==> src/rtl/svem_pkg.sv <==
// Shared types, event codes and sizes for the supply voltage event monitor.
package svem_pkg;

  // Field widths
  localparam int VOLT_W  = 14;
  localparam int RATE_W  = 10;
  localparam int TREND_W = 4;
  localparam int CODE_W  = 3;
  localparam int PSTATE_W = 2;
  localparam int CFG_IDX_W = 2;
  localparam int CFG_DATA_W = 14;

  // Event codes as seen on the result channel
  localparam logic [CODE_W-1:0] EV_FALLING   = 3'd0;
  localparam logic [CODE_W-1:0] EV_LOW       = 3'd1;
  localparam logic [CODE_W-1:0] EV_OVER      = 3'd2;
  localparam logic [CODE_W-1:0] EV_NORMAL    = 3'd3;
  localparam logic [CODE_W-1:0] EV_SOLAR_ON  = 3'd4;
  localparam logic [CODE_W-1:0] EV_SOLAR_OFF = 3'd5;
  localparam logic [CODE_W-1:0] EV_USB_ON    = 3'd6;
  localparam logic [CODE_W-1:0] EV_USB_OFF   = 3'd7;

  // Power state, coded like the first four event codes
  localparam logic [PSTATE_W-1:0] PS_FALLING = 2'd0;
  localparam logic [PSTATE_W-1:0] PS_LOW     = 2'd1;
  localparam logic [PSTATE_W-1:0] PS_OVER    = 2'd2;
  localparam logic [PSTATE_W-1:0] PS_NORMAL  = 2'd3;

  // Fall run saturation
  localparam logic [TREND_W-1:0] RUN_MAX = 4'd15;

  // Configuration register indexes
  localparam logic [CFG_IDX_W-1:0] CFG_FALL_RATE = 2'd0;
  localparam logic [CFG_IDX_W-1:0] CFG_TREND     = 2'd1;
  localparam logic [CFG_IDX_W-1:0] CFG_LOW_TH    = 2'd2;
  localparam logic [CFG_IDX_W-1:0] CFG_OVER_TH   = 2'd3;

  // Configuration reset values
  localparam logic [RATE_W-1:0]  FALL_RATE_RST = 10'd20;
  localparam logic [TREND_W-1:0] TREND_RST     = 4'd3;
  localparam logic [VOLT_W-1:0]  LOW_TH_RST    = 14'd4700;
  localparam logic [VOLT_W-1:0]  OVER_TH_RST   = 14'd5300;

  // Queue between the classifier and the event serializer
  localparam int QUEUE_AW    = 1;
  localparam int QUEUE_DEPTH = 2 ** QUEUE_AW;

  // Event slots of one sample, in emission order
  localparam int SLOT_N = 4;

  typedef struct packed {
    logic [VOLT_W-1:0] voltage_mv;
    logic              solar_chg;
    logic              usb_pwr;
  } in_item_t;

  typedef struct packed {
    logic [CODE_W-1:0] event_code;
    logic              last_event;
  } out_item_t;

  // Classified events of one sample
  typedef struct packed {
    logic                fall_v;
    logic                pwr_v;
    logic [PSTATE_W-1:0] pwr_code;
    logic                sol_v;
    logic                sol_on;
    logic                usb_v;
    logic                usb_on;
  } evt_bundle_t;

  // Push side of the queue
  typedef struct packed {
    logic        push;
    evt_bundle_t data;
  } q_wr_t;

  // Pop side of the queue
  typedef struct packed {
    logic        valid;
    evt_bundle_t data;
  } q_rd_t;

endpackage

==> src/rtl/svem_front.sv <==
// Front end: configuration registers, sample state and event classification.
module svem_front (
  input  logic                            clk,
  input  logic                            rst_n,
  input  logic                            in_valid,
  output logic                            in_ready,
  input  svem_pkg::in_item_t              in_data,
  input  logic                            cfg_valid,
  output logic                            cfg_ready,
  input  logic [svem_pkg::CFG_IDX_W-1:0]  cfg_index,
  input  logic [svem_pkg::CFG_DATA_W-1:0] cfg_data,
  input  logic                            q_full,
  output svem_pkg::q_wr_t                 q_wr
);
  import svem_pkg::*;

  logic [RATE_W-1:0]   fall_rate_r;
  logic [TREND_W-1:0]  trend_r;
  logic [VOLT_W-1:0]   low_th_r;
  logic [VOLT_W-1:0]   over_th_r;

  logic [VOLT_W-1:0]   prev_volt_r;
  logic [TREND_W-1:0]  run_r, run_nxt;
  logic [PSTATE_W-1:0] pstate_r, pstate_nxt;
  logic                solar_r;
  logic                usb_r;

  logic                accept;
  logic                fall;
  logic [VOLT_W-1:0]   drop;
  logic [PSTATE_W-1:0] pstate_mid;
  evt_bundle_t         bundle;

  assign cfg_ready = 1'b1;
  assign in_ready  = !q_full;
  assign accept    = in_valid && in_ready;

  // Configuration register writes.
  always_ff @(posedge clk) begin
    if (!rst_n) begin
      fall_rate_r <= FALL_RATE_RST;
      trend_r     <= TREND_RST;
      low_th_r    <= LOW_TH_RST;
      over_th_r   <= OVER_TH_RST;
    end else if (cfg_valid) begin
      unique case (cfg_index)
        CFG_FALL_RATE: fall_rate_r <= cfg_data[RATE_W-1:0];
        CFG_TREND:     trend_r     <= cfg_data[TREND_W-1:0];
        CFG_LOW_TH:    low_th_r    <= cfg_data[VOLT_W-1:0];
        CFG_OVER_TH:   over_th_r   <= cfg_data[VOLT_W-1:0];
        default: ;
      endcase
    end
  end

  // Fall detection and run counting.
  assign drop = prev_volt_r - in_data.voltage_mv;
  assign fall = (prev_volt_r > in_data.voltage_mv) &&
                (drop > {{(VOLT_W-RATE_W){1'b0}}, fall_rate_r});

  always_comb begin
    if (!fall) begin
      run_nxt = '0;
    end else if (run_r < RUN_MAX) begin
      run_nxt = run_r + 1'b1;
    end else begin
      run_nxt = run_r;
    end
  end

  // Classify the sample into its events.
  always_comb begin
    bundle     = '0;
    pstate_mid = pstate_r;
    if (run_nxt >= trend_r) begin
      bundle.fall_v = 1'b1;
      pstate_mid    = PS_FALLING;
    end
    pstate_nxt = pstate_mid;
    priority if (in_data.voltage_mv < low_th_r && pstate_mid != PS_LOW) begin
      pstate_nxt = PS_LOW;
    end else if (in_data.voltage_mv > over_th_r && pstate_mid != PS_OVER) begin
      pstate_nxt = PS_OVER;
    end else if (in_data.voltage_mv >= low_th_r && in_data.voltage_mv <= over_th_r &&
                 pstate_mid != PS_NORMAL) begin
      pstate_nxt = PS_NORMAL;
    end else begin
      pstate_nxt = pstate_mid;
    end
    bundle.pwr_v    = (pstate_nxt != pstate_mid);
    bundle.pwr_code = pstate_nxt;
    bundle.sol_v    = (in_data.solar_chg != solar_r);
    bundle.sol_on   = in_data.solar_chg;
    bundle.usb_v    = (in_data.usb_pwr != usb_r);
    bundle.usb_on   = in_data.usb_pwr;
  end

  // Sample state update on each accepted transaction.
  always_ff @(posedge clk) begin
    if (!rst_n) begin
      prev_volt_r <= '0;
      run_r       <= '0;
      pstate_r    <= PS_LOW;
      solar_r     <= 1'b0;
      usb_r       <= 1'b0;
    end else if (accept) begin
      prev_volt_r <= in_data.voltage_mv;
      run_r       <= run_nxt;
      pstate_r    <= pstate_nxt;
      solar_r     <= in_data.solar_chg;
      usb_r       <= in_data.usb_pwr;
    end
  end

  // Samples without events are not queued.
  assign q_wr.push = accept && (bundle.fall_v || bundle.pwr_v || bundle.sol_v || bundle.usb_v);
  assign q_wr.data = bundle;

endmodule

==> src/rtl/svem_queue.sv <==
// Short queue of classified event bundles between front and back end.
module svem_queue (
  input  logic            clk,
  input  logic            rst_n,
  input  svem_pkg::q_wr_t q_wr,
  output logic            q_full,
  input  logic            q_pop,
  output svem_pkg::q_rd_t q_rd
);
  import svem_pkg::*;

  evt_bundle_t           mem_r [QUEUE_DEPTH];
  logic [QUEUE_AW-1:0]   wr_ptr_r;
  logic [QUEUE_AW-1:0]   rd_ptr_r;
  logic [QUEUE_AW:0]     count_r;
  logic                  do_pop;

  assign q_full     = (count_r == (QUEUE_AW+1)'(QUEUE_DEPTH));
  assign q_rd.valid = (count_r != '0);
  assign q_rd.data  = mem_r[rd_ptr_r];
  assign do_pop     = q_pop && q_rd.valid;

  // Storage, written only when the front end pushes.
  always_ff @(posedge clk) begin
    if (q_wr.push) begin
      mem_r[wr_ptr_r] <= q_wr.data;
    end
  end

  // Pointers and fill count.
  always_ff @(posedge clk) begin
    if (!rst_n) begin
      wr_ptr_r <= '0;
      rd_ptr_r <= '0;
      count_r  <= '0;
    end else begin
      if (q_wr.push) begin
        wr_ptr_r <= wr_ptr_r + 1'b1;
      end
      if (do_pop) begin
        rd_ptr_r <= rd_ptr_r + 1'b1;
      end
      unique case ({q_wr.push, do_pop})
        2'b10:   count_r <= count_r + 1'b1;
        2'b01:   count_r <= count_r - 1'b1;
        default: count_r <= count_r;
      endcase
    end
  end

endmodule

==> src/rtl/svem_back.sv <==
// Back end: serializes queued event bundles into one result per cycle while the receiver accepts.
module svem_back (
  input  logic                 clk,
  input  logic                 rst_n,
  input  svem_pkg::q_rd_t      q_rd,
  output logic                 q_pop,
  output logic                 out_valid,
  input  logic                 out_ready,
  output svem_pkg::out_item_t  out_data
);
  import svem_pkg::*;

  logic [SLOT_N-1:0]   mask_r, mask_nxt;
  logic [PSTATE_W-1:0] pwr_code_r;
  logic                sol_on_r;
  logic                usb_on_r;
  logic                out_valid_r, out_valid_nxt;
  out_item_t           out_data_r;

  logic [SLOT_N-1:0]   sel_oh;
  logic [SLOT_N-1:0]   mask_after;
  logic [CODE_W-1:0]   sel_code;
  logic                cur_any;
  logic                out_load;
  logic                cur_done;

  assign cur_any  = (mask_r != '0);
  assign out_load = cur_any && (!out_valid_r || out_ready);

  // Pick the earliest pending slot and its event code.
  assign sel_oh     = mask_r & (~mask_r + 1'b1);
  assign mask_after = mask_r & ~sel_oh;

  always_comb begin
    priority if (mask_r[0]) begin
      sel_code = EV_FALLING;
    end else if (mask_r[1]) begin
      sel_code = {1'b0, pwr_code_r};
    end else if (mask_r[2]) begin
      sel_code = sol_on_r ? EV_SOLAR_ON : EV_SOLAR_OFF;
    end else begin
      sel_code = usb_on_r ? EV_USB_ON : EV_USB_OFF;
    end
  end

  // Take the next bundle as the current one runs out.
  assign cur_done = !cur_any || (out_load && (mask_after == '0));
  assign q_pop    = q_rd.valid && cur_done;

  always_comb begin
    mask_nxt = mask_r;
    if (q_pop) begin
      mask_nxt = {q_rd.data.usb_v, q_rd.data.sol_v, q_rd.data.pwr_v, q_rd.data.fall_v};
    end else if (out_load) begin
      mask_nxt = mask_after;
    end
  end

  always_comb begin
    if (out_load) begin
      out_valid_nxt = 1'b1;
    end else if (out_ready) begin
      out_valid_nxt = 1'b0;
    end else begin
      out_valid_nxt = out_valid_r;
    end
  end

  // Control registers.
  always_ff @(posedge clk) begin
    if (!rst_n) begin
      mask_r      <= '0;
      out_valid_r <= 1'b0;
    end else begin
      mask_r      <= mask_nxt;
      out_valid_r <= out_valid_nxt;
    end
  end

  // Payload registers of the current bundle and the output stage.
  always_ff @(posedge clk) begin
    if (q_pop) begin
      pwr_code_r <= q_rd.data.pwr_code;
      sol_on_r   <= q_rd.data.sol_on;
      usb_on_r   <= q_rd.data.usb_on;
    end
    if (out_load) begin
      out_data_r.event_code <= sel_code;
      out_data_r.last_event <= (mask_after == '0);
    end
  end

  assign out_valid = out_valid_r;
  assign out_data  = out_data_r;

endmodule

==> src/rtl/supply_voltage_event_monitor.sv <==
// Top level of the supply voltage event monitor.
//
// One input transaction carries a rail voltage sample in millivolts and the
// solar and USB flags. Each sample yields zero to four result transactions,
// in the order power falling, power state change, solar edge, USB edge; the
// final one of a sample has last_event set. A sample with no events yields
// no result.
// The front end takes a sample in the cycle it is offered while the two-entry
// event queue has room, so samples may arrive back to back. The back end
// emits one event per cycle while the receiver accepts, through a registered
// output: a sample's bundle is written into the queue, moved into the back
// end's slot mask, then loaded event by event into the output register.
// When the receiver stalls, the output register holds its transaction, the
// queue fills, and in_ready drops once both queue entries are taken.
// Configuration writes are taken every cycle (cfg_ready stays high) and are
// to be issued only while no events are pending.
// Synchronous reset restores the register defaults, clears the sample
// history, sets the power state to low battery and empties the queue.
module supply_voltage_event_monitor (
  input  logic                            clk,
  input  logic                            rst_n,
  input  logic                            in_valid,
  output logic                            in_ready,
  input  svem_pkg::in_item_t              in_data,
  output logic                            out_valid,
  input  logic                            out_ready,
  output svem_pkg::out_item_t             out_data,
  input  logic                            cfg_valid,
  output logic                            cfg_ready,
  input  logic [svem_pkg::CFG_IDX_W-1:0]  cfg_index,
  input  logic [svem_pkg::CFG_DATA_W-1:0] cfg_data
);
  import svem_pkg::*;

  q_wr_t q_wr;
  q_rd_t q_rd;
  logic  q_full;
  logic  q_pop;

  // Classifier with configuration and sample history.
  svem_front u_front (
    .clk       (clk),
    .rst_n     (rst_n),
    .in_valid  (in_valid),
    .in_ready  (in_ready),
    .in_data   (in_data),
    .cfg_valid (cfg_valid),
    .cfg_ready (cfg_ready),
    .cfg_index (cfg_index),
    .cfg_data  (cfg_data),
    .q_full    (q_full),
    .q_wr      (q_wr)
  );

  // Event bundle queue.
  svem_queue u_queue (
    .clk    (clk),
    .rst_n  (rst_n),
    .q_wr   (q_wr),
    .q_full (q_full),
    .q_pop  (q_pop),
    .q_rd   (q_rd)
  );

  // Event serializer and output register.
  svem_back u_back (
    .clk       (clk),
    .rst_n     (rst_n),
    .q_rd      (q_rd),
    .q_pop     (q_pop),
    .out_valid (out_valid),
    .out_ready (out_ready),
    .out_data  (out_data)
  );

endmodule

==> config.mk <==
export PLATFORM = sky130hd
export DESIGN_NAME = supply_voltage_event_monitor
export DESIGN_NICKNAME = d
export VERILOG_FILES = /design/src/rtl/svem_pkg.sv /design/src/rtl/svem_front.sv /design/src/rtl/svem_queue.sv /design/src/rtl/svem_back.sv /design/src/rtl/supply_voltage_event_monitor.sv
export SDC_FILE = /design/constraint.sdc
export NUM_CORES = 1
export LEC_CHECK = 0
export BUFFER_PORTS_ARGS = -buffer_cell sky130_fd_sc_hd__clkbuf_2
export CAP_MARGIN = 5
export CORE_MARGIN = 2
export CORE_UTILIZATION = 32
export CTS_BUF_LIST = sky130_fd_sc_hd__clkbuf_16
export DETAILED_ROUTE_END_ITERATION = 8
export PLACE_DENSITY = 0.55
export REMOVE_ABC_BUFFERS = 1
export SYNTH_ARGS = -nofsm -noshare
export SYNTH_HDL_FRONTEND = slang
export SYNTH_SLANG_ARGS = --single-unit
==> constraint.sdc <==
create_clock -name clk -period 8.85 [get_ports clk]
set_input_delay 0.885 -clock clk [delete_from_list [all_inputs] [get_ports clk]]
set_output_delay 0.885 -clock clk [all_outputs]
set_load 0.005 [all_outputs]
# --- After elaboration in Yosys (flattened, before gate mapping) ---
# Memories as Yosys holds them, arrays and structs flattened. A register that Yosys moved wholly into a read port is not among the register bits.
# Cells that the tools add are included.
op_classes:
  magnitude_cmp: 8
  addsub: 7
  bitwise: 4
  reduce_logical: 31
  n_eq_ne: 12
  mux: 20
op_table:
  columns: ["operator", "n"]
  rows:
  - ["$gt 14x14->1", 2]
  - ["$mux 4", 4]
  - ["$ge 14x14->1", 1]
  - ["$gt 14x10->1", 1]
  - ["$le 14x14->1", 1]
  - ["$lt 14x14->1", 1]
  - ["$sub 14x14->14", 1]
  - ["$mux 2", 6]
  - ["$logic_and 1x1->1", 11]
  - ["$mux 1", 9]
  - ["$add 4x1->4 const B", 2]
  - ["$and 4x4->4", 2]
  - ["$eq 2x2->1 const B", 4]
  - ["$not 4->4", 2]
  - ["$reduce_and 2->1", 4]
  - ["$reduce_bool 2->1", 4]
  - ["$logic_or 1x1->1", 5]
  - ["$eq 2x1->1 const B", 2]
  - ["$ge 4x4->1", 1]
  - ["$logic_not 4->1", 1]
  - ["$lt 4x4->1 const B", 1]
  - ["$ne 2x2->1 const B", 2]
  - ["$pmux 2 s2", 1]
  - ["$reduce_bool 4->1", 1]
  - ["9 further kinds", 13]
totals:
  output_inout_bits: 7
  inputBits: 37
  ramBits: 16
  register_bits: 81
  mem_count: 1
mem_list:
  columns: ["memory", "words", "word_bits", "rd", "rd_ports_with_merged_regs", "write_ports", "line", "rtl"]
  rows:
  - ["u_queue.mem_r", 2, 8, 1, 1, 1, "svem_queue.sv:12", "evt_bundle_t mem_r [QUEUE_DEPTH];"]

# --- Depth between registers and ports, before layout ---
# Gate-level depths: netlist of run 1.
depth:
  depth_word: 18
  ltp_mapped: 27
  ltp_nobuf: 27

# --- By module ---
# From an unflattened synthesis of run 1, not the netlist that was laid out.
unflattened:
  hier_cells: 646
  area_unflattened_um2: 5716.7
modules_own_cells:
  columns: ["module", "area_per_inst_um2", "instances", "cells_each"]
  rows:
  - ["svem_front", 4351.7, 1, 551]
  - ["svem_queue", 802.0, 1, 48]
  - ["svem_back", 563.0, 1, 47]

# --- Least setup slack after synthesis of run 1 ---
# Ideal clock, no wire load.
synth_path:
  path_type: "input port to flip-flop"
  start: "input port in_data[6] in the netlist's numbering"
  end: "register u_queue.count_r[1]"
  setup_time_ps: 70
  stages: 26
  required_time_ps: 8780
  slack_ps: 2967
  arrival_ps: 5812
  path_cell_list: "inv_1 > ha_1 > a211o_1 > a31oi_2 > a21oi_2 > o21ai_0 > nand2b_1 > a21oi_1 > xnor2_1 > ha_1 > a21oi_1 > o21ai_0 > o21a_1 > a311oi_1 > o311ai_1 > nor4_4 > or2_4 > nor2_1 > ha_1 > a21o_1 > a21o_1 > a21o_1 > o31ai_1 > ha_1 > or3_1 > a21oi_1"
synth_rtl:
  columns: ["item", "line", "rtl"]
  rows:
  - ["start, declared", "supply_voltage_event_monitor.sv:24", "input svem_pkg::in_item_t in_data,"]
  - ["end signal, assigned", "svem_queue.sv:44", "2'b10: count_r <= count_r + 1'b1;"]
  - ["end signal, assigned", "svem_queue.sv:45", "2'b01: count_r <= count_r - 1'b1;"]
  - ["end signal, assigned", "svem_queue.sv:46", "default: count_r <= count_r;"]
  - ["end, declared", "svem_queue.sv:15", "logic [QUEUE_AW:0] count_r;"]

==> results.json, run 1 <==
{
  "start_util": 0.328,
  "cp_max_fo": 7,
  "die_x_um": 137,
  "period_share": 0.698,
  "hold_violations": 0,
  "cts_sinks": 98,
  "startpoint_type": "primary input",
  "finalMaxSlewViolations": 0,
  "drive_gt1_frac": 0.119,
  "yosys-top-cells-area": "dfxtp_1, ha_1, edfxtp_1",
  "leakagePower_nw": 2.73,
  "period_needed_ps": 6180,
  "postSynthRegisterBits": 98,
  "worst_ep_arrival_time_ps": 6460,
  "post_cts_resized": 0,
  "crit_required_ps": 9130,
  "insertion_delay_ps": 360,
  "synth_compound_area_frac": 0.185,
  "yosysTopAreaCellShare": 0.261,
  "die-area_um2": 18800,
  "cts_setup_buffers": 0,
  "vdd_drop_max_v": 0.0000977,
  "synthFlopType": "dfxtp_1",
  "syn_area_um2": 5680,
  "run_status": "finished clean",
  "timing.rr.start": "u_front.prev_volt_r[4]$_SDFFE_PN0P_",
  "timing.hold.ws_ps": 457,
  "synth_largest_area_cell": "dfxtp_1",
  "drc": 0,
  "slowest_delay_ps": 390,
  "drtAntennaViolNets": 0,
  "hold_class": "reg -> reg",
  "yosys-mux-area-fraction": 0.0293,
  "overflow": 0,
  "syn_inst": 670,
  "holdPathEnd": "u_front.over_th_r[9]$_SDFFE_PN0P_",
  "core-area_um2": 17300,
  "synth_edf_count": 24,
  "pre_cts_slack_ps": 2350,
  "via_per_inst": 4.96,
  "boundaryPins": 44,
  "htree_levels": 3,
  "fin_nets": 797,
  "cts_buffers": 9,
  "synth_top_family_by_area": "compound AO/OA/AOI/OAI gates",
  "io_buffer_count": 42,
  "hold_depth": 2,
  "wirelength_mm": 13.8,
  "tns_ps": 0,
  "ctsLongestPathBuffers": 2,
  "slew_headroom": 0.315,
  "skew_ps": 11.8,
  "synth.most_common_cell": "nand2_1",
  "r2r_cells": 25,
  "path_clk_slew_ps": 80,
  "crit_slowest_cell": "ha_1",
  "ys_warn_count": 0,
  "dr.pass1.iters": 4,
  "reg2reg_slack_ps": 3070,
  "power_density_nw_per_um2": 213,
  "gp_congestion": 0.846,
  "synthToLayoutAreaGrowth_pct": 12.7,
  "synth_adder_area_share": 0.133,
  "synth_xor_area_frac": 0.0200,
  "row_count": 48,
  "path_class": "in -> reg",
  "synthTopCellsByCount": "nand2_1, a21oi_1, dfxtp_1",
  "cp-end-kind": "register",
  "wl_per_cell_um": 14.9,
  "antenna_found_initial": 0,
  "cts_hold_buffers": 0,
  "worst_pin_slew_ps": 1030,
  "root_buffer": "clkbuf_16",
  "via_count": 4620,
  "fmax_mhz": 162,
  "r2r_end": "u_queue.count_r[1]$_SDFFE_PN0P_",
  "fin_util": 0.370,
  "synthDistinctLibCells": 67,
  "fp.dieH_um": 137,
  "grt_pass1_wl_mm": 22.8,
  "maxCapViolCount": 0,
  "grt_max_degree": 55,
  "grt_pass1_vias": 4409,
  "hp-start": "u_front.over_th_r[9]$_SDFFE_PN0P_",
  "yosys.area_share.simple": 0.182,
  "dp_hpwl_mm": 10.3,
  "setup_viol": 0,
  "tritoncts": "yes",
  "async_flop_share": 0,
  "synth.avg_cell_area_um2": 8.48,
  "ys_seq_area_frac": 0.388,
  "crit_path_frequent_cell": "ha_1",
  "rsz0062_at_grt": "no",
  "grt_use_total": 0.158,
  "drt_iter0_markers": 197,
  "timing.final.ws_setup_ps": 2670,
  "n_antenna_cell": 0
}
-- per-stage QoR --
step	cells	total power, mW	instance area (um2)
CTS	931	1.38	6400
global placement	915	0.973	6100
finish	931	1.36	6400
global route	931	1.46	6400
floorplan	645	0.864	5580
detailed placement	915	0.975	6100
-- logic make-up after synthesis --
group	Yosys count
buf+inv	93
fa+ha+maj	60
other cells	1
flops	98
compound gates	165
simple gates	224
xor+xnor	13
mux	16
-- state kept, by name, summed over array words and instances (netlist names), 2 cells and up, named ones only --
register and count:
u_front.prev_volt_r 14, u_queue.mem_r 16, u_front.low_th_r 14, u_front.over_th_r 14, u_back.pwr_code_r 2, u_back.mask_r 4
u_front.fall_rate_r 10, u_queue.count_r 2, u_front.trend_r 4, u_front.pstate_r 2, u_back.out_data 4, u_front.run_r 4
-- layout make-up --
| type | instances | area (um2) |
|---|---|---|
| flip-flops and latches | 98 | 2200 |
| fillers | 1821 | 10900 |
| inverters | 68 | 255 |
| multi-input cells | 479 | 3130 |
| repair buffers | 45 | 233 |
| clock buffers | 9 | 225 |
| well taps | 225 | 282 |
| clock inverters | 7 | 76.3 |
-- per-layer routing --
metal | GRT usage | up-vias | wire length, um
met3 | 0.0309 | 10 | 428
met5 | 0 | - | 0
met4 | 0.0424 | 0 | 144
met1 | 0.219 | 2127 | 7110
met2 | 0.250 | 70 | 6150
li1 | - | 2413 | -
-- layout by cell type, fill, tap and decap left out, drive strengths merged, types with 12 or more instances in the layout --
master	Yosys	routed
dfxtp	74	74
nor2	50	50
nand2	101	101
o21ai	18	18
ha	58	58
a21oi	77	77
o211ai	18	18
clkbuf	22	51
inv	68	73
nand3	12	12
nor3	15	15
edfxtp	24	24
-- where the power goes --
part           total [mW]  internal (mW)  switching (mW)
combinational       0.383          0.161           0.221
clock               0.397          0.202           0.195
sequential          0.582          0.540          0.0418
total                1.36          0.903           0.459
-- critical path: cells and delay by family --
kind            cells  cell delay, ps
buf+inv             2             170
simple gates        5            1080
fa+ha+maj           4            1280
compound gates     15            2890
xor+xnor            1             140
-- how the worst max path moves through the flow --
stage | start | to | slack, ps | depth (start not counted)
after floorplan | in_data[6] | u_queue.count_r[1]$_SDFFE_PN0P_ | 2960 | 26
after global routing | in_data[6] | u_queue.count_r[1]$_SDFFE_PN0P_ | 2190 | 27
after CTS | in_data[6] | u_queue.count_r[1]$_SDFFE_PN0P_ | 2730 | 27
final | in_data[6] | u_queue.count_r[1]$_SDFFE_PN0P_ | 2670 | 27
after global placement | in_data[6] | u_queue.count_r[1]$_SDFFE_PN0P_ | 2440 | 27
after detailed placement | in_data[6] | u_queue.count_r[1]$_SDFFE_PN0P_ | 2350 | 27
(Power assumes the default switching activity.)
==> run 2: changes to the inputs <==
ABC_AREA = 1   (was not set)
PLACE_DENSITY = 0.57   (was 0.55)
clock period = 5.3 ns   (was 8.85 ns; I/O delays follow)
==> results.json, run 2 <==
{
  "run_status": "finished clean",
  "seqPwrFrac": 0.396,
  "via_per_inst": 4.62,
  "grt_pass1_wl_mm": 21.3,
  "largest_reg_flops": 16,
  "cp_max_fo": 4,
  "syn_area_um2": 5610,
  "busiest_layer": "met2",
  "fp.dieH_um": 136,
  "start_util": 0.326,
  "finalMaxSlewViolations": 0,
  "placed_area_um2": 6100,
  "synth.avg_cell_area_um2": 8.04,
  "insertion_delay_ps": 360,
  "wirelength_mm": 13.4,
  "via_count": 4518,
  "ys_seq_area_frac": 0.392,
  "cts_hold_buffers": 0,
  "synth_edf_count": 24,
  "power_mw": 2.52,
  "drc": 0,
  "power_density_nw_per_um2": 386,
  "pre_cts_slack_ps": -8.31,
  "r2r_cells": 36,
  "postSynthRegisterBits": 98,
  "r2r_end": "u_queue.count_r[1]$_SDFFE_PN0P_",
  "period_share": 0.907,
  "fin_util": 0.379,
  "slew_headroom": 0.520,
  "htree_levels": 3,
  "vdd_drop_max_v": 0.000193,
  "n_antenna_cell": 0,
  "core-area_um2": 17200,
  "hold_depth": 1,
  "die-area_um2": 18600,
  "skew_ps": 8.46,
  "power_frac_comb": 0.327,
  "synth_largest_area_cell": "dfxtp_1",
  "dp_hpwl_mm": 9.99,
  "power_frac_clock": 0.277,
  "cts_sinks": 98,
  "hp-start": "in_data[1]",
  "top_register": "u_queue.mem_r",
  "root_buffer": "clkbuf_16",
  "slowest_delay_ps": 340,
  "gp_congestion": 0.844,
  "worst_ep_arrival_time_ps": 5100,
  "grt_max_degree": 65,
  "grt_use_met3": 0.0347,
  "fmax_mhz": 208,
  "mostFrequentLayoutCells": "nand2_1, inv_1, a21oi_1, dfxtp_1, o21ai_0",
  "holdPathEnd": "u_queue.mem_r[0][2]$_DFFE_PP_",
  "maxCapViolCount": 0,
  "tritoncts": "yes",
  "grt_use_total": 0.150,
  "drtAntennaViolNets": 0,
  "gr-usage-met1": 0.213,
  "hold_class": "in -> reg",
  "final_common_cell": "nand2_1",
  "critical-path-top-delay-family": "simple AND/OR/NAND/NOR gates",
  "synthFlopType": "dfxtp_1",
  "ys_warn_count": 0,
  "setup_viol": 0,
  "synthDistinctLibCells": 45,
  "worst_pin_slew_ps": 714,
  "startpoint_type": "primary input",
  "final_cell_area_um2": 6530,
  "use_met2": 0.225,
  "wl_per_cell_um": 13.7,
  "io_buffer_count": 42,
  "reg2reg_slack_ps": 530,
  "yosysTopAreaCellShare": 0.264,
  "overflow": 0,
  "fin_nets": 844,
  "crit_path_frequent_cell": "nand2_1",
  "cp-end-kind": "register",
  "ctsLongestPathBuffers": 2,
  "p_sw_frac": 0.356,
  "grt_pass1_vias": 4166,
  "crit_buf_inv": 6,
  "syn_inst": 698,
  "die_x_um": 136,
  "tns_ps": 0,
  "drt_iter0_markers": 226,
  "path_clk_slew_ps": 70,
  "synth.most_common_cell": "nand2_1",
  "timing.rr.start": "u_front.prev_volt_r[6]$_SDFFE_PN0P_",
  "boundaryPins": 44,
  "power_switching_mw": 0.897,
  "p_int_mw": 1.63,
  "crit_required_ps": 5600,
  "path_class": "in -> reg",
  "crit_slowest_cell": "ha_1",
  "antenna_found_initial": 0,
  "async_flop_share": 0,
  "drive_gt1_frac": 0.178,
  "period_needed_ps": 4810,
  "synthTopCellsByCount": "nand2_1, inv_1, a21oi_1",
  "row_count": 48,
  "cts_buffers": 9,
  "dr.pass1.iters": 4,
  "synthToLayoutAreaGrowth_pct": 16.3,
  "timing.final.ws_setup_ps": 494,
  "yosys-top-cells-area": "dfxtp_1, ha_1, edfxtp_1",
  "hold_violations": 0,
  "leakagePower_nw": 3.05
}
## run 2: cell types whose count changed after synthesis, moves of 6 or more
cell and delta:
o21ai_0 +45, inv_1 +42, nand2_1 +18, nand3_1 +12, mux2i_1 -11, nor2_1 -11, clkbuf_1 -10, nand2b_1 -9
nor3_1 -9, o211ai_1 -7, nor2_2 +6, o21a_1 -6
## run 2: worst max-delay path by stage
stage | start | endpoint | slack [ps] | depth (start not counted)
3_5_place_dp | in_data[6] | u_queue.count_r[1]$_SDFFE_PN0P_ | -8 | 36
2_1_floorplan | in_data[4] | u_queue.mem_r[0][0]$_DFFE_PP_ | 550 | 30
5_1_grt | in_data[4] | u_queue.count_r[1]$_SDFFE_PN0P_ | -60 | 39
6_report | in_data[8] | u_queue.count_r[1]$_SDFFE_PN0P_ | 490 | 38
3_3_place_gp | in_data[4] | u_queue.count_r[1]$_SDFFE_PN0P_ | 80 | 37
4_1_cts | u_front.prev_volt_r[0]$_SDFFE_PN0P_ | u_queue.count_r[1]$_SDFFE_PN0P_ | 320 | 36
## run 2: routing by layer
layer | vias up | wire length [um]
met5 | - | 0
met1 | 2007 | 6870
li1 | 2416 | -
met3 | 12 | 706
met4 | 0 | 187
met2 | 83 | 5620
## run 2: power groups by stage
stage               combinational, mW  clock, mW  sequential (mW)
floorplan                       0.574          0             1.00
global placement                0.779          0             1.01
detailed placement              0.783          0             1.01
CTS                             0.788      0.715            0.998
global route                    0.937      0.743             1.01
finish                          0.824      0.699            0.999
## run 2: stage by stage
stage	hold WS, ps	instances
CTS	398	975
global placement	446	959
global route	407	978
finish	406	978
floorplan	433	680
detailed placement	454	959
## run 2: timing repair
item,CTS,global route
gates resized for setup,0,19
buffers inserted,0,3
endpoints found under the setup margin,0,10
## run 2: layout make-up
cell class | instances | area (um2)
fillers | 1795 | 10700
flip-flops and latches | 98 | 2200
clock buffers | 9 | 225
repair buffers | 57 | 323
well taps | 225 | 282
inverters | 116 | 440
multi-input cells | 466 | 2970
clock inverters | 7 | 85.1
## run 2: kinds of logic after synthesis
| group | synth area share |
|---|---|
| and+or+nand+nor | 0.173 |
| AOI/OAI and AO/OA | 0.170 |
| buffers and inverters | 0.0943 |
| DFF | 0.392 |
| adders and majority gates | 0.133 |
| xor gates and xnor gates | 0.0187 |
| muxes | 0.0181 |
| other | 0.000668 |
==> run 3: changes to the inputs <==
ABC_AREA = not set   (was 1)
CTS_CLUSTER_SIZE = 12   (was not set)
==> results.json, run 3 (same netlist as run 1, synthesis figures left out) <==
{
  "startpoint_type": "register",
  "vdd_drop_max_v": 0.000176,
  "wirelength_mm": 13.9,
  "row_count": 48,
  "grt_use_total": 0.155,
  "final_common_cell": "nand2_1",
  "n_antenna_cell": 0,
  "grt_max_degree": 55,
  "die_x_um": 137,
  "grt_pass1_wl_mm": 22.6,
  "fp.dieH_um": 137,
  "drtAntennaViolNets": 0,
  "overflow": 0,
  "tns_ps": 0,
  "drive_gt1_frac": 0.194,
  "period_needed_ps": 4950,
  "placed_area_um2": 6400,
  "hold_violations": 0,
  "power_density_nw_per_um2": 348,
  "dp_hpwl_mm": 10.5,
  "top_register": "u_queue.mem_r",
  "crit_required_ps": 5570,
  "largest_reg_flops": 16,
  "setup_viol": 0,
  "cp_max_fo": 4,
  "path_class": "reg -> reg",
  "wl_per_cell_um": 14.2,
  "tritoncts": "yes",
  "run_status": "finished clean",
  "die-area_um2": 18800,
  "drc": 0,
  "boundaryPins": 44,
  "drt_iter0_markers": 222,
  "rsz0062_at_grt": "yes",
  "io_buffer_count": 42,
  "root_buffer": "clkbuf_16",
  "via_per_inst": 4.89,
  "gp_congestion": 0.901,
  "fmax_mhz": 202,
  "final_cell_area_um2": 6820,
  "htree_levels": 3,
  "fin_nets": 840,
  "leakagePower_nw": 2.95,
  "path_clk_slew_ps": 80,
  "slew_headroom": 0.316,
  "cts_buffers": 9,
  "worst_pin_slew_ps": 1030,
  "cp-end-kind": "register",
  "maxCapViolCount": 0,
  "finalMaxSlewViolations": 0,
  "antenna_found_initial": 0,
  "period_share": 0.934,
  "dr.pass1.iters": 5,
  "hold_class": "in -> reg",
  "ctsLongestPathBuffers": 2,
  "skew_ps": 12.4,
  "via_count": 4767,
  "fillers": 1773,
  "start_util": 0.328,
  "insertion_delay_ps": 360,
  "mostFrequentLayoutCells": "nand2_1, dfxtp_1, a21oi_1",
  "grt_pass1_vias": 4511,
  "synthToLayoutAreaGrowth_pct": 20.1,
  "core-area_um2": 17300,
  "cts_sinks": 98,
  "worst_ep_arrival_time_ps": 5220
}
-- run 3: where the power goes --
part / internal (mW) / switching, mW / total, mW
Sequential: 0.903 / 0.0729 / 0.975
Combinational: 0.345 / 0.398 / 0.743
Clock: 0.332 / 0.326 / 0.658
Total: 1.58 / 0.796 / 2.38
-- run 3: stage by stage --
step | std cells | utilization | setup WS, ps | hold WS, ps | power (mW)
final | 974 | 0.394 | 352 | 404 | 2.38
after global routing | 974 | 0.394 | -31.9 | 399 | 2.53
after floorplan | 645 | - | -233 | 436 | 1.44
after detailed placement | 955 | 0.370 | -353 | 448 | 1.69
after global placement | 955 | 0.370 | -341 | 446 | 1.68
after CTS | 971 | 0.388 | 4.40 | 389 | 2.35
-- run 3: layer usage --
layer | up-vias | part of all wire | track usage
met4 | 0 | 0.014 | 0.0556
met5 | - | 0 | 0
met3 | 8 | 0.026 | 0.0261
li1 | 2493 | - | -
met1 | 2195 | 0.48 | 0.200
met2 | 71 | 0.48 | 0.261
-- run 3: worst paths after layout --
kind	startpoint	end	slack, ps	cells after the start
hold reg to reg	u_front.low_th_r[10]$_SDFFE_PN0P_	u_front.low_th_r[10]$_SDFFE_PN0P_	460	2
setup reg to reg	u_front.prev_volt_r[0]$_SDFFE_PN0P_	u_queue.count_r[1]$_SDFFE_PN0P_	350	27
hold / removal	cfg_data[11]	u_front.over_th_r[11]$_SDFFE_PN0P_	400	3
setup / recovery	u_front.prev_volt_r[0]$_SDFFE_PN0P_	u_queue.count_r[1]$_SDFFE_PN0P_	350	27
-- run 3: cell type report --
cell class | count | area [um2] | area share
clock buffer | 9 | 225 | 0.0330
clock inverter | 7 | 71.3 | 0.0105
inverter | 68 | 255 | 0.0374
multi-input combinational | 479 | 3230 | 0.473
sequential | 98 | 2200 | 0.323
tap | 225 | 282 | 0.0413
timing repair buffer | 88 | 556 | 0.0815
-- run 3: worst max-delay path, stage by stage, from the launching register on --
cell	delay [ps]
dfxtp_2	330
inv_2	60
ha_4	120
inv_2	40
fa_2	390
a211o_1	320
nand2_2	90
nand2b_1	70
a21oi_2	170
xnor2_2	100
ha_1	280
nand4_1	130
o21a_1	220
a311oi_2	200
o311ai_2	160
nor4_4	190
or2_4	170
buf_4	130
nor3_1	50
ha_1	280
a21o_1	170
a21o_1	170
o31ai_2	170
buf_4	160
ha_4	130
xnor2_2	70
or3_1	380
a21oi_1	120
-- run 3: what timing repair did --
action                     in CTS  in global routing
buffers inserted                0                  3
setup endpoints to repair       1                 22
hold endpoints to repair        0                  0
gates resized for setup         2                 20
hold buffers                    0                  0
pin swaps                       0                 27
